[src/rtl/mbps_pkg.sv]
// Shared types and constants of the masked byte pattern search unit.
`timescale 1ns / 1ps
package mbps_pkg;

  localparam int BYTE_W   = 8;
  localparam int IDX_W    = 6;
  localparam int ADDR_W   = 64;
  localparam int PLEN_W   = 7;
  localparam int CNT_W    = 16;
  localparam int CFG_IDX_W = 1;
  localparam int CFG_DATA_W = 16;
  localparam int OP_W     = 2;
  localparam int S_DATA_W = 88;
  localparam int M_DATA_W = 64;

  localparam int QUEUE_DEPTH = 4;
  localparam int QPTR_W      = 2;
  localparam int QCNT_W      = 3;

  // Configuration register indexes.
  localparam logic [CFG_IDX_W-1:0] CFG_PAT_LENGTH   = 1'b0;
  localparam logic [CFG_IDX_W-1:0] CFG_RESULT_LIMIT = 1'b1;

  typedef enum logic [OP_W-1:0] {
    OP_PAT_WRITE   = 2'd0,
    OP_SCAN_START  = 2'd1,
    OP_RANGE_START = 2'd2,
    OP_DATA        = 2'd3
  } op_t;

  // A decoded item as it waits between the front and the back.
  typedef struct packed {
    op_t               op;
    logic              idx_ok;
    logic [IDX_W-1:0]  idx;
    logic [BYTE_W-1:0] value;
    logic              care;
    logic [ADDR_W-1:0] addr;
  } q_item_t;

endpackage

[src/rtl/mbps_queue.sv]
// Short queue of decoded items between the front and the back.
`timescale 1ns / 1ps
module mbps_queue (
  input  logic              clk,
  input  logic              rst,
  input  logic              push,
  output logic              in_ready,
  input  mbps_pkg::q_item_t in_item,
  output logic              out_valid,
  input  logic              pop,
  output mbps_pkg::q_item_t out_item
);
  import mbps_pkg::*;

  q_item_t            entries [QUEUE_DEPTH];
  logic [QPTR_W-1:0]  wr_ptr;
  logic [QPTR_W-1:0]  rd_ptr;
  logic [QCNT_W-1:0]  count;

  assign in_ready  = count != QCNT_W'(QUEUE_DEPTH);
  assign out_valid = count != '0;
  assign out_item  = entries[rd_ptr];

  always_ff @(posedge clk) begin
    if (push) begin
      entries[wr_ptr] <= in_item;
    end
  end

  always_ff @(posedge clk) begin
    if (rst) begin
      wr_ptr <= '0;
      rd_ptr <= '0;
      count  <= '0;
    end else begin
      if (push) begin
        wr_ptr <= wr_ptr + QPTR_W'(1);
      end
      if (pop) begin
        rd_ptr <= rd_ptr + QPTR_W'(1);
      end
      if (push && !pop) begin
        count <= count + QCNT_W'(1);
      end else if (pop && !push) begin
        count <= count - QCNT_W'(1);
      end
    end
  end

endmodule

[config.mk]
export PLATFORM = sky130hd
export DESIGN_NAME = mbps_queue
export DESIGN_NICKNAME = d
export VERILOG_FILES = /design/src/rtl/mbps_pkg.sv /design/src/rtl/mbps_queue.sv
export SDC_FILE = /design/constraint.sdc
export NUM_CORES = 1
export LEC_CHECK = 0
export BUFFER_PORTS_ARGS = -buffer_cell sky130_fd_sc_hd__buf_2
export CAP_MARGIN = 10
export CORE_MARGIN = 2
export CORE_UTILIZATION = 60
export DETAILED_ROUTE_END_ITERATION = 16
export GPL_TIMING_DRIVEN = 0
export PLACE_DENSITY = 0.83
export SETUP_SLACK_MARGIN = 0.5
export SLEW_MARGIN = 40
export SYNTH_ARGS = -nofsm -noshare
export SYNTH_HDL_FRONTEND = slang
export SYNTH_SLANG_ARGS = --single-unit
[constraint.sdc]
create_clock -name clk -period 5.4 [get_ports clk]
set_input_delay 0.81 -clock clk [delete_from_list [all_inputs] [get_ports clk]]
set_output_delay 0.81 -clock clk [all_outputs]
set_load 0.01 [all_outputs]
==> reports/metrics.csv <==
metric,value,unit
largest net degree at the start of global routing,34,
Max Slew Vio Count,0,
CTS buffer count,34,
synthesized net count,565,
Area Overhead vs Synth,19.5,%
crit path launch type,register,
Resized Gates After CTS,0,
"commonest non-fill, non-tap cell in the layout",edfxtp_1,
CTS tree,yes,
root buffer cell,clkbuf_16,
Die X,147,µm
GRT overflow,0,
Via Count,5558,
Cells after Synth,473,
post-synthesis register bit count,337,
Area contributors post-synth,"edfxtp_1 (80%), mux4_2 (15%), dfxtp_1 (1.5%), buf_12 (1.3%), ha_1 (0.51%)",
Critical Path AT,2290,ps
Critical Path Stages,4,
die height,147,µm
most frequent cells in the layout,"edfxtp_1 (328), buf_2 (176), mux4_2 (81), clkbuf_16 (37), buf_12 (16)",
FF-to-FF path depth,5,
power per cell area,394,nW/µm²
crit-path cells,clkbuf_1 > buf_2 > mux4_2 > buf_2,
Die Footprint,21700,µm²
IO Count,170,
max-cap check violation count,0,
Final #Nets,777,
core area,20200,µm²
placed cells,919,
initial drt markers,276,
Comb pwr share,10.1,%
WL/cell,22.6,µm
Initial Util,61.0,%
final worst slack,2300,ps
initial antenna violation count,2,
HP Class,in2reg,
Yosys cell types,20,
layout cells sized above 1,46.1,%
Layout Cells excl Fill,978,
leak pwr,5.04,nW
Worst Hold Slack,525,ps
Tot GR Track Use,21.0,%
PortBufs,168,
Worst VDD drop,0.000305,V
GPL Wtd Cong,0.726,
sequential power share,52.3,%
Hold Path Depth,1,
cell area after layout,14800,µm²
fillers,1147,
placed cell area,13700,µm²
global-route wire length before repair,34100,µm
Peak Freq,323,MHz
CP Class,reg2out,
Post-route DRC,0,
Worst Max-Slew Pin Slew,685,ps
Psw,1.22,mW
Clk network pwr share,37.7,%
crit-path most repeated cell,buf_2,
mapped cell area,12300,µm²
YS warnings,0,
vias in the first global route,6102,
Max-slew headroom,54.3,%
Yosys top cell area share,79.8,%
Total Power,5.81,mW
internal power,4.59,mW
CTS max path bufs,3,
RSZ-0062 raised after global routing,no,
num rows,52,
clk sinks,337,
final antenna-violating net count,0,
status,finished clean,
syn_area_per_cell,26.1,µm²
Post-CTS Setup Repair Bufs,0,
sequential share of the synthesized area,81.2,%
utilization after layout,72.9,%
crit path max fanout,10,
worst path bufs/invs,3,
CTS H-tree depth,2,
clk_lat worst skew,500,ps
"Period Utilization, post-route",57.3,%
post-synth top area cell,edfxtp_1,
"CTS clk-pin slew, worst paths",60,ps
Worst path slowest cell,clkbuf_1,
Vias/cell,5.68,
clk_skew,17.2,ps
final setup fails,0,
post-DP HPWL,14400,µm
Hold Fails Final Rpt,0,
drt total wl,22100,µm
Worst Setup End Kind,output pin,
Placement Setup Slack,2780,ps
switching share of power,21.0,%
1st-pass router iterations,4,
Tmin final,3100,ps
"delay-heaviest family, CP",buffers and inverters,
CTS Hold Bufs,0,
final setup TNS,0,ps
Critical Path Max Stage Delay,530,ps
critical path required time,4590,ps
[power groups by stage]
| stage | Clock, mW | Combinational, mW | Sequential (mW) |
|---|---|---|---|
| 2_1_floorplan | 0 | 0.350 | 3.09 |
| 3_3_place_gp | 0 | 0.553 | 3.10 |
| 3_5_place_dp | 0 | 0.593 | 3.09 |
| 4_1_cts | 2.24 | 0.597 | 3.04 |
| 5_1_grt | 2.34 | 0.628 | 3.04 |
| 6_report | 2.19 | 0.585 | 3.04 |
[final timing paths]
kind	start	endpoint	slack, ps
min reg2reg	count[2]$_SDFFE_PP0P_	count[2]$_SDFFE_PP0P_	520
max	register	out_item[75]	2300
max reg2reg	wr_ptr[0]$_SDFFE_PP0P_	entries[2][27]$_DFFE_PP_	3470
min	in_item[14]	entries[2][14]$_DFFE_PP_	520
[worst reg2reg max path: stages (launching register included)]
cell	delay, ps
dfxtp_1	350
inv_1	120
ha_1	180
and2_4	440
buf_12	270
buf_12	240
[per-layer routing]
layer	wire length, µm	vias up	GRT usage (%)
met3	1660	39	5.03
met4	469	2	5.72
met5	7	-	0
li1	-	2444	-
met2	11700	215	36.7
met1	8300	2858	26.8
[Yosys cell counts]
cell type / instances
or3_1: 2
nor2_1: 8
mux4_1: 1
nand2_1: 2
dfxtp_1: 9
buf_2: 8
ha_1: 5
buf_6: 1
mux2i_1: 2
edfxtp_1: 328
o21ai_0: 1
xnor2_1: 2
xor2_1: 3
and2_1: 4
mux4_2: 81
buf_12: 8
inv_1: 4
clkbuf_1: 2
a21oi_1: 1
fa_1: 1
[flip-flops by register name, summed over array words and instances (netlist names), named ones only]
register / cells
rd_ptr: 2
wr_ptr: 2
entries: 328
count: 3
[area by class of cell]
class,instances,area (µm²),area share [%]
Sequential cell,337,10000,68.0
Multi-Input combinational cell,113,2090,14.2
Inverter,4,15.0,0.102
Buffer,19,219,1.48
Timing Repair Buffer,176,1000,6.78
Tap cell,270,338,2.29
Antenna cell,1,2.50,0.0170
Clock inverter,14,98.8,0.670
Clock buffer,44,962,6.52
[cells by family after synthesis]
group,count (synthesis),synth area share (%)
multiplexers,84,15.2
AO/OA/AOI/OAI,2,0.0810
AND/OR/NAND/NOR,16,0.608
XOR/XNOR,5,0.355
adder cells (fa/ha/maj),6,0.669
buffers and inverters,23,1.90
flip-flops,337,81.2
No activity file was read; power rests on OpenSTA's default activity.
