**config.mk**
```make
export PLATFORM = sky130hd
export DESIGN_NAME = mbps_front
export DESIGN_NICKNAME = d
export VERILOG_FILES = /design/src/rtl/mbps_pkg.sv /design/src/rtl/mbps_front.sv
export SDC_FILE = /design/constraint.sdc
export NUM_CORES = 1
export LEC_CHECK = 0
export ABC_AREA = 1
export BUFFER_PORTS_ARGS = -buffer_cell sky130_fd_sc_hd__buf_4
export CAP_MARGIN = 25
export CELL_PAD_IN_SITES_DETAIL_PLACEMENT = 0
export CELL_PAD_IN_SITES_GLOBAL_PLACEMENT = 1
export CORE_ASPECT_RATIO = 0.5
export CORE_MARGIN = 8
export CORE_UTILIZATION = 11
export DETAILED_ROUTE_END_ITERATION = 10
export PLACE_DENSITY_LB_ADDON = 0.3
export SYNTH_ARGS = -nofsm -noshare
export SYNTH_HDL_FRONTEND = slang
export SYNTH_SLANG_ARGS = --single-unit
```
**constraint.sdc**
```tcl
create_clock -name vclk -period 0.8
set_clock_uncertainty 0.1 [all_clocks]
set_input_delay 0.16 -clock vclk [all_inputs]
set_output_delay 0.16 -clock vclk [all_outputs]
set_load 0.1 [all_outputs]
```
**src/rtl/mbps_pkg.sv**
```systemverilog
// Shared types and constants of the masked byte pattern search unit.
`timescale 1ns / 1ps
package mbps_pkg;

  localparam int BYTE_W   = 8;
  localparam int IDX_W    = 6;
  localparam int ADDR_W   = 64;
  localparam int PLEN_W   = 7;
  localparam int CNT_W    = 16;
  localparam int CFG_IDX_W = 1;
  localparam int CFG_DATA_W = 16;
  localparam int OP_W     = 2;
  localparam int S_DATA_W = 88;
  localparam int M_DATA_W = 64;

  localparam int QUEUE_DEPTH = 4;
  localparam int QPTR_W      = 2;
  localparam int QCNT_W      = 3;

  // Configuration register indexes.
  localparam logic [CFG_IDX_W-1:0] CFG_PAT_LENGTH   = 1'b0;
  localparam logic [CFG_IDX_W-1:0] CFG_RESULT_LIMIT = 1'b1;

  typedef enum logic [OP_W-1:0] {
    OP_PAT_WRITE   = 2'd0,
    OP_SCAN_START  = 2'd1,
    OP_RANGE_START = 2'd2,
    OP_DATA        = 2'd3
  } op_t;

  // A decoded item as it waits between the front and the back.
  typedef struct packed {
    op_t               op;
    logic              idx_ok;
    logic [IDX_W-1:0]  idx;
    logic [BYTE_W-1:0] value;
    logic              care;
    logic [ADDR_W-1:0] addr;
  } q_item_t;

endpackage

```
**src/rtl/mbps_front.sv**
```systemverilog
// Front part: unpacks incoming items, checks the entry index and classifies the op.
`timescale 1ns / 1ps
module mbps_front #(
  parameter int PAT_MAX = 64
) (
  input  logic                            s_tvalid,
  output logic                            s_tready,
  input  logic [mbps_pkg::OP_W-1:0]       s_tuser,
  input  logic [mbps_pkg::S_DATA_W-1:0]   s_tdata,
  output logic                            q_push,
  input  logic                            q_ready,
  output mbps_pkg::q_item_t               q_item
);
  import mbps_pkg::*;

  logic [IDX_W-1:0]  entry_index;
  logic [BYTE_W-1:0] pattern_byte;
  logic              care;
  logic [ADDR_W-1:0] range_address;
  logic [BYTE_W-1:0] data_byte;

  assign entry_index   = s_tdata[5:0];
  assign pattern_byte  = s_tdata[13:6];
  assign care          = s_tdata[14];
  assign range_address = s_tdata[78:15];
  assign data_byte     = s_tdata[86:79];

  assign s_tready = q_ready;
  assign q_push   = s_tvalid && q_ready;

  always_comb begin
    q_item.op     = op_t'(s_tuser);
    q_item.idx_ok = int'(entry_index) < PAT_MAX;
    q_item.idx    = entry_index;
    // Pattern writes and data bytes share one byte slot in the queue.
    q_item.value  = (op_t'(s_tuser) == OP_DATA) ? data_byte : pattern_byte;
    q_item.care   = care;
    q_item.addr   = range_address;
  end

endmodule

```
==> impl_metrics.json, run 1 <==
{
  "global_route.overflow_total": 0,
  "critical-path-max-stage-delay_ns": 0.16,
  "power-per-cell-area_nw_per_um2": 939.1,
  "critical_path.cell_chain": "buf_12, buf_12, nand3_2, nand2_8, buf_12",
  "drt_first_iter_violations": 0,
  "synth_warnings": 0,
  "synth_compound_area_frac": 0,
  "critical_path.slowest_cell": "sky130_fd_sc_hd__buf_12",
  "total_number_of_placement_rows": 20,
  "yosys-mux-area-fraction": 0,
  "detail_route.first_pass.iterations": 1,
  "finalInstanceArea_um2": 904.6,
  "globalRouteMet2Util": 0.06100,
  "seq_area_frac_synth": 0,
  "cp.depth": 5,
  "synth_top_cells_by_count": "sky130_fd_sc_hd__buf_4 (75), sky130_fd_sc_hd__nand2_1 (17), sky130_fd_sc_hd__nand3_1 (8), sky130_fd_sc_hd__buf_6 (2)",
  "die-height_um": 73.09,
  "data_required_time_at_the_worst_endpoint_ns": 0.54,
  "global_route.usage.met1": 0.02062,
  "largest_net_degree_at_the_start_of_global_routing": 11,
  "busiest_layer": "met2",
  "yosysUniqueCellTypes": 7,
  "final-max-slew-violation-count": 0,
  "place_congestion": 0.5855,
  "setup_repair_after_global_routing_missed_its_margin": "yes",
  "use_met3": 0.01166,
  "hold_viol_final": 0,
  "flip_flop_and_latch_count": 0,
  "whs_ns": 0.2200,
  "finalPower_uw": 849.6,
  "maxCapViolations": 0,
  "first_global_vias": 440,
  "postLayoutCoreUtil": 0.1464,
  "crit_family": "buffers and inverters",
  "route.antenna.remaining_nets": 0,
  "design.core.area_um2": 6181,
  "violations_in_the_final_reports": "negative setup slack",
  "syn_nets": 197,
  "setup_violators_final": 11,
  "route.final.wire_length_um": 1539,
  "adder_cell_share_of_the_synthesized_area": 0,
  "max_freq_mhz": 982.8,
  "crit_path_frequent_cell": "sky130_fd_sc_hd__buf_12",
  "die_width_um": 130.2,
  "worst_hold_path.num_cells": 0,
  "post_synth_and_or_nand_nor_area_fraction": 0.1728,
  "synth_area_leader_cell": "sky130_fd_sc_hd__buf_4",
  "synth_instances": 105,
  "cp-startpoint": "s_tuser[1]",
  "global_route.usage.total": 0.02844,
  "crit_arrival_ns": 0.76,
  "synthXorXnorAreaFrac": 0,
  "netlist.area_leader.share": 0.7853,
  "top_level_pins": 176,
  "synth_top_family_by_area": "buffers and inverters",
  "area.growth.synth_to_final_pct": 26.18,
  "min_period_ns": 1.018,
  "grt_first_pass_wirelength_um": 2242,
  "detail_route.drc_violations": 0,
  "cp_max_fo": 8,
  "average_detailed_routed_wire_length_per_instance_um": 10.33,
  "synth_most_common_cell": "sky130_fd_sc_hd__buf_4",
  "crit_type": "primary input to output port",
  "vias": 377,
  "vdd_ir_drop_max_mv": 0.2448,
  "via_per_inst": 2.530,
  "initial_core_utilization": 0.1160,
  "final.clkbuf_count": 0,
  "power.static_leakage_nw": 0.3521,
  "fin_crit_sh": 1.272,
  "synth_area_um2": 716.9,
  "layout-drive-gt1-share": 0.9836,
  "finish.net_count": 155,
  "crit_path_start_kind": "primary input",
  "timing.final.ws_setup_ns": -0.2175,
  "post-dp-hpwl_um": 1238,
  "synth.avg_cell_area_um2": 6.828,
  "antenna_cells": 0,
  "number_of_port_buffers": 32,
  "floorplan.die_area_um2": 9513,
  "seqCellArea_um2": 0,
  "placedInstanceArea_um2": 696.9,
  "launch_point_of_the_worst_hold_path": "s_tdata[30]",
  "antenna_found_initial": 0,
  "min_path_type": "primary input to output port",
  "outcome": "complete, but fails checks",
  "worstSetupEndpointType": "output port",
  "top_cells_by_area_synth": "sky130_fd_sc_hd__buf_4 (79%), sky130_fd_sc_hd__nand2_1 (8.9%), sky130_fd_sc_hd__nand3_1 (5.6%), sky130_fd_sc_hd__buf_6 (3.1%), sky130_fd_sc_hd__nand2_8 (2.8%)",
  "timing.critical_path.buf_inv": 3
}
kinds of logic after synthesis:
kind of cell	count (synthesis)
buf+inv	78
simple gates	26
other cells	1
layout by cell type (no fill, tap or decap):
cell,count
sky130_fd_sc_hd__buf_12,12
sky130_fd_sc_hd__nand2_8,10
sky130_fd_sc_hd__conb_1,1
sky130_fd_sc_hd__buf_8,1
sky130_fd_sc_hd__buf_4,18
sky130_fd_sc_hd__nand2_4,8
sky130_fd_sc_hd__nand3_2,8
sky130_fd_sc_hd__clkinvlp_4,1
sky130_fd_sc_hd__buf_6,2
cell type report:
cell class	count	area, µm²
timing repair buffer	33	412.9
multi-input combinational	27	374.1
tap	88	110.1
fill	683	5276
inverter	1	7.507
path summary, 6_finish.rpt:
check | end
worst max-delay path | q_item[67]
worst min-delay path | q_item[15]
where the power goes:
part           internal, mW  switching [mW]  total (mW)
clock network             0               0           0
logic                 0.316           0.534       0.850
registers                 0               0           0
routing by layer:
metal	vias up	routed length, µm
met4	0	51
met1	175	343
met5	-	0
met3	10	197
li1	156	-
met2	36	946
repair_timing:
action,4_1_cts,5_1_grt
resized for setup,44,0
endpoints found under the hold margin,0,0
setup buffers,1,0
setup endpoints to repair,12,11
pin swaps,17,0
hold buffers,0,0
stage by stage:
stage          setup slack, ns  cells  setup TNS (ns)
2_1_floorplan          -0.1143    105         -0.9411
3_5_place_dp           -0.4088    148          -3.694
6_report               -0.2175    149          -1.823
4_1_cts                -0.2257    149          -1.909
3_3_place_gp           -0.4016    148          -3.605
5_1_grt                -0.2446    149          -2.074
(Power assumes the default switching activity.)
==> run 2, diff against run 1 <==
Settings changed: CORE_ASPECT_RATIO 0.5 to 0.9, MAX_ROUTING_LAYER set to met4.
==> run 2 against run 1 <==
The flow still finishes with violations (negative setup slack). Design area grew 16%. Combinational power grew 11%. Sequential share of layout area is the same. Largest cell class unchanged. Global-route usage grew 1.4 points. Worst hold slack is essentially flat.
==> impl_metrics.json, run 2 (synthesis gave the netlist of run 1 again) <==
{
  "outcome": "complete, but fails checks",
  "violations_in_the_final_reports": "negative setup slack",
  "final.clkbuf_count": 0,
  "timing.final.ws_setup_ns": -0.2091,
  "route.antenna.remaining_nets": 0,
  "globalRouteMet2Util": 0.07338,
  "seqCellArea_um2": 0,
  "cp.depth": 5,
  "crit_type": "primary input to output port",
  "hold_viol_final": 0,
  "layout-drive-gt1-share": 0.9844,
  "via_per_inst": 2.701,
  "data_required_time_at_the_worst_endpoint_ns": 0.54,
  "design.core.area_um2": 6446,
  "area.growth.synth_to_final_pct": 46.60,
  "postLayoutCoreUtil": 0.1630,
  "maxCapViolations": 0,
  "timing.critical_path.buf_inv": 2,
  "worst_hold_path.num_cells": 0,
  "vdd_ir_drop_max_mv": 0.2167,
  "critical_path.slowest_cell": "sky130_fd_sc_hd__buf_12",
  "use_met3": 0.01649,
  "busiest_layer": "met2",
  "power.static_leakage_nw": 0.4067,
  "crit_family": "simple AND/OR/NAND/NOR gates",
  "global_route.overflow_total": 0,
  "final-max-slew-violation-count": 0,
  "largest_net_degree_at_the_start_of_global_routing": 9,
  "post_cts_hold_buffer_count": 0,
  "critical-path-max-stage-delay_ns": 0.17,
  "place_congestion": 0.6331,
  "setup_repair_after_global_routing_missed_its_margin": "yes",
  "total_number_of_placement_rows": 28,
  "vias": 416,
  "grt_first_pass_wirelength_um": 3008,
  "finish.net_count": 158,
  "top_level_pins": 176,
  "initial_core_utilization": 0.1112,
  "cp_max_fo": 8,
  "power-per-cell-area_nw_per_um2": 898.9,
  "antenna_cells": 0,
  "nFillCells": 732,
  "fin_tns_setup_ns": -1.747,
  "global_route.usage.total": 0.04275,
  "average_detailed_routed_wire_length_per_instance_um": 13.11,
  "finalPower_uw": 944.7,
  "area_used_by_multi_input_combinational_logic_um2": 420.4,
  "mostFrequentLayoutCell": "sky130_fd_sc_hd__buf_4",
  "global_route.usage.met1": 0.03866,
  "finalInstanceArea_um2": 1051,
  "post-dp-hpwl_um": 1629,
  "route.final.wire_length_um": 2019,
  "crit_arrival_ns": 0.75,
  "die-height_um": 92.59,
  "placedCellCount": 150,
  "min_period_ns": 1.009,
  "layout.cells.non_filler": 154,
  "detail_route.first_pass.iterations": 2,
  "flip_flop_and_latch_count": 0,
  "first_global_vias": 512,
  "floorplan.die_area_um2": 9361,
  "min_path_type": "primary input to output port",
  "crit_path_start_kind": "primary input",
  "die_width_um": 101.1,
  "max_freq_mhz": 990.9,
  "critical_path.cell_chain": "buf_12, nand2_8, nand2_4, nand2_8, buf_12",
  "number_of_port_buffers": 32,
  "drt_first_iter_violations": 1,
  "setup_violators_final": 11,
  "whs_ns": 0.2200,
  "worstSetupEndpointType": "output port",
  "placedInstanceArea_um2": 699.4,
  "dpl_worst_slack_ns": -0.3971,
  "layout.cells.most_common_list": "sky130_fd_sc_hd__buf_4 (17), sky130_fd_sc_hd__buf_12 (14), sky130_fd_sc_hd__nand2_8 (11)",
  "fin_crit_sh": 1.261,
  "antenna_found_initial": 0,
  "detail_route.drc_violations": 0
}
-- run 2: layer usage --
| layer | up-vias | wire length (µm) |
|---|---|---|
| met1 | 188 | 590 |
| met5 | - | 0 |
| met4 | 0 | 111 |
| met2 | 41 | 1076 |
| met3 | 26 | 241 |
| li1 | 161 | - |
-- run 2: final cells by class --
cell class                      count  area share
Tap cell                           90      0.1071
Multi-Input combinational cell     27      0.4000
Inverter                            1    0.007143
Timing Repair Buffer               36      0.4857
-- run 2: worst paths after layout --
| check | start | end | slack (ns) |
|---|---|---|---|
| worst max-delay path | s_tuser[1] | q_item[72] | -0.21 |
| worst min-delay path | s_tdata[25] | q_item[10] | 0.22 |
-- run 2: power breakdown --
group	internal, mW	leakage (nW)	switching [mW]
logic	0.382	0.407	0.563
registers	0	0	0
clock network	0	0	0
total	0.382	0.407	0.563
-- run 2: what timing repair did --
item,CTS,global route
setup endpoints to repair,12,12
pin swaps,16,1
cloned,2,0
setup buffers,2,0
gates resized for setup,55,1
==> run 3, diff against run 2 <==
Settings changed: CORE_ASPECT_RATIO 0.9 to unset, RECOVER_POWER set to 25, TNS_END_PERCENT set to 10.
==> run 3 against run 2 <==
The flow still finishes with violations (negative setup slack). Fmax fell by 2.2%. Non-clock buffer count rose by 4. Via count is 2.2% lower. Combinational power hardly changed. Wire length grew 7.7%. Global-route usage rose by 0.072 points. Total power hardly changed. First-iteration DRC count rose to 4.0 times the previous value. Critical path type unchanged. Largest power group unchanged.
==> impl_metrics.json, run 3 (synthesis gave the netlist of run 1 again) <==
{
  "outcome": "complete, but fails checks",
  "violations_in_the_final_reports": "negative setup slack",
  "detail_route.drc_violations": 0,
  "destination_of_the_worst_hold_path": "q_item[10]",
  "critical_path.cell_chain": "buf_16, nand2_8, nand2_4, nand2_8, buf_12",
  "min_path_type": "primary input to output port",
  "final.clkbuf_count": 0,
  "vias": 407,
  "vdd_ir_drop_max_mv": 0.3291,
  "worst_hold_path.num_cells": 0,
  "maxCapViolations": 0,
  "antenna_found_initial": 0,
  "busiest_layer": "met2",
  "power.share.switching": 0.6109,
  "crit_family": "simple AND/OR/NAND/NOR gates",
  "initial_core_utilization": 0.1136,
  "design.core.area_um2": 6314,
  "via_per_inst": 2.807,
  "drt_first_iter_violations": 4,
  "power-per-cell-area_nw_per_um2": 915.4,
  "antenna_cells": 0,
  "layout.cells.most_common_list": "sky130_fd_sc_hd__buf_4 (24), sky130_fd_sc_hd__buf_12 (12), sky130_fd_sc_hd__nand2_8 (11)",
  "global_route.usage.met1": 0.03910,
  "top_level_pins": 176,
  "layout-drive-gt1-share": 0.9853,
  "global_route.overflow_total": 0,
  "postLayoutCoreUtil": 0.1635,
  "global_route.usage.total": 0.04347,
  "timing.final.ws_setup_ns": -0.2318,
  "comb_power_share": 1.000,
  "fin_crit_sh": 1.290,
  "fin_tns_setup_ns": -2.013,
  "power.share.clock": 0,
  "largest_net_degree_at_the_start_of_global_routing": 9,
  "launch_point_of_the_worst_hold_path": "s_tdata[25]",
  "area.growth.synth_to_final_pct": 43.98,
  "hold_viol_final": 0,
  "die-height_um": 96.73,
  "critical-path-max-stage-delay_ns": 0.16,
  "setup_repair_after_global_routing_missed_its_margin": "yes",
  "finish.net_count": 162,
  "grt_first_pass_wirelength_um": 3284,
  "first_global_vias": 533,
  "crit_path_start_kind": "primary input",
  "power.static_leakage_nw": 0.4000,
  "seqCellArea_um2": 0,
  "crit_path_frequent_cell": "sky130_fd_sc_hd__nand2_8",
  "crit_arrival_ns": 0.77,
  "average_detailed_routed_wire_length_per_instance_um": 15.00,
  "min_period_ns": 1.032,
  "setup_violators_final": 11,
  "dpl_worst_slack_ns": -0.3914,
  "post-dp-hpwl_um": 1616,
  "mostFrequentLayoutCell": "sky130_fd_sc_hd__buf_4",
  "crit_type": "primary input to output port",
  "internal_power_uw": 367.7,
  "globalRouteMet2Util": 0.07760,
  "die_width_um": 96.73,
  "total_number_of_placement_rows": 29,
  "route.antenna.remaining_nets": 0,
  "worstSetupEndpointType": "output port",
  "layout.cells.non_filler": 145,
  "floorplan.die_area_um2": 9357,
  "detail_route.first_pass.iterations": 2,
  "place_congestion": 0.7268,
  "max_freq_mhz": 969.2,
  "p_seq_frac": 0,
  "number_of_port_buffers": 32,
  "route.final.wire_length_um": 2175,
  "placedCellCount": 138,
  "flip_flop_and_latch_count": 0,
  "timing.critical_path.buf_inv": 2,
  "nFillCells": 700,
  "final-max-slew-violation-count": 0,
  "data_required_time_at_the_worst_endpoint_ns": 0.54,
  "cp_max_fo": 8,
  "critical_path.slowest_cell": "sky130_fd_sc_hd__nand2_8",
  "switching_power_uw": 577.2,
  "use_met3": 0.01494
}
-- run 3: timing repair --
item / in CTS / in global routing
gates cloned: 1 / 0
hold buffers: 0 / 0
endpoints found under the setup margin: 11 / 11
resized for setup: 57 / 1
pin swaps: 15 / 4
buffers inserted: 6 / 0
-- run 3: layout make-up --
class	count	area, µm²	area share
Tap cell	77	96.34	0.09333
Timing Repair Buffer	40	498.0	0.4824
Multi-Input combinational cell	27	430.4	0.4170
Inverter	1	7.507	0.007273
-- run 3: power by group through the flow --
| stage | sequential (mW) | combinational [mW] | clock [mW] |
|---|---|---|---|
| 2_1_floorplan | 0 | 2.22 | 0 |
| 3_3_place_gp | 0 | 0.702 | 0 |
| 3_5_place_dp | 0 | 0.700 | 0 |
| 4_1_cts | 0 | 0.945 | 0 |
| 5_1_grt | 0 | 0.973 | 0 |
| 6_report | 0 | 0.945 | 0 |
-- run 3: per-stage QoR --
step	power [mW]	area (µm²)	hold slack (ns)
after floorplan	2.222	913.4	0.4315
after global placement	0.7018	671.9	0.2207
after detailed placement	0.6997	671.9	0.2207
after CTS	0.9454	1027	0.2207
after global routing	0.9727	1032	0.2201
final	0.9449	1032	0.2200
-- run 3: routing by layer --
metal	vias to the layer above	wire, µm	part of all wire
li1	171	-	-
met3	26	238	0.11
met5	-	0	0
met4	0	99	0.046
met2	32	1148	0.53
met1	178	689	0.32
-- run 3: worst max-delay path by stage --
stage / slack [ns] / start / cells past startpoint / endpoint
CTS: -0.23 / s_tuser[1] / 5 / q_item[67]
global placement: -0.40 / s_tuser[0] / 5 / q_item[70]
detailed placement: -0.39 / s_tuser[0] / 5 / q_item[72]
finish: -0.23 / s_tuser[0] / 5 / q_item[66]
global route: -0.25 / s_tuser[0] / 5 / q_item[66]
floorplan: -0.12 / s_tuser[0] / 4 / q_item[65]
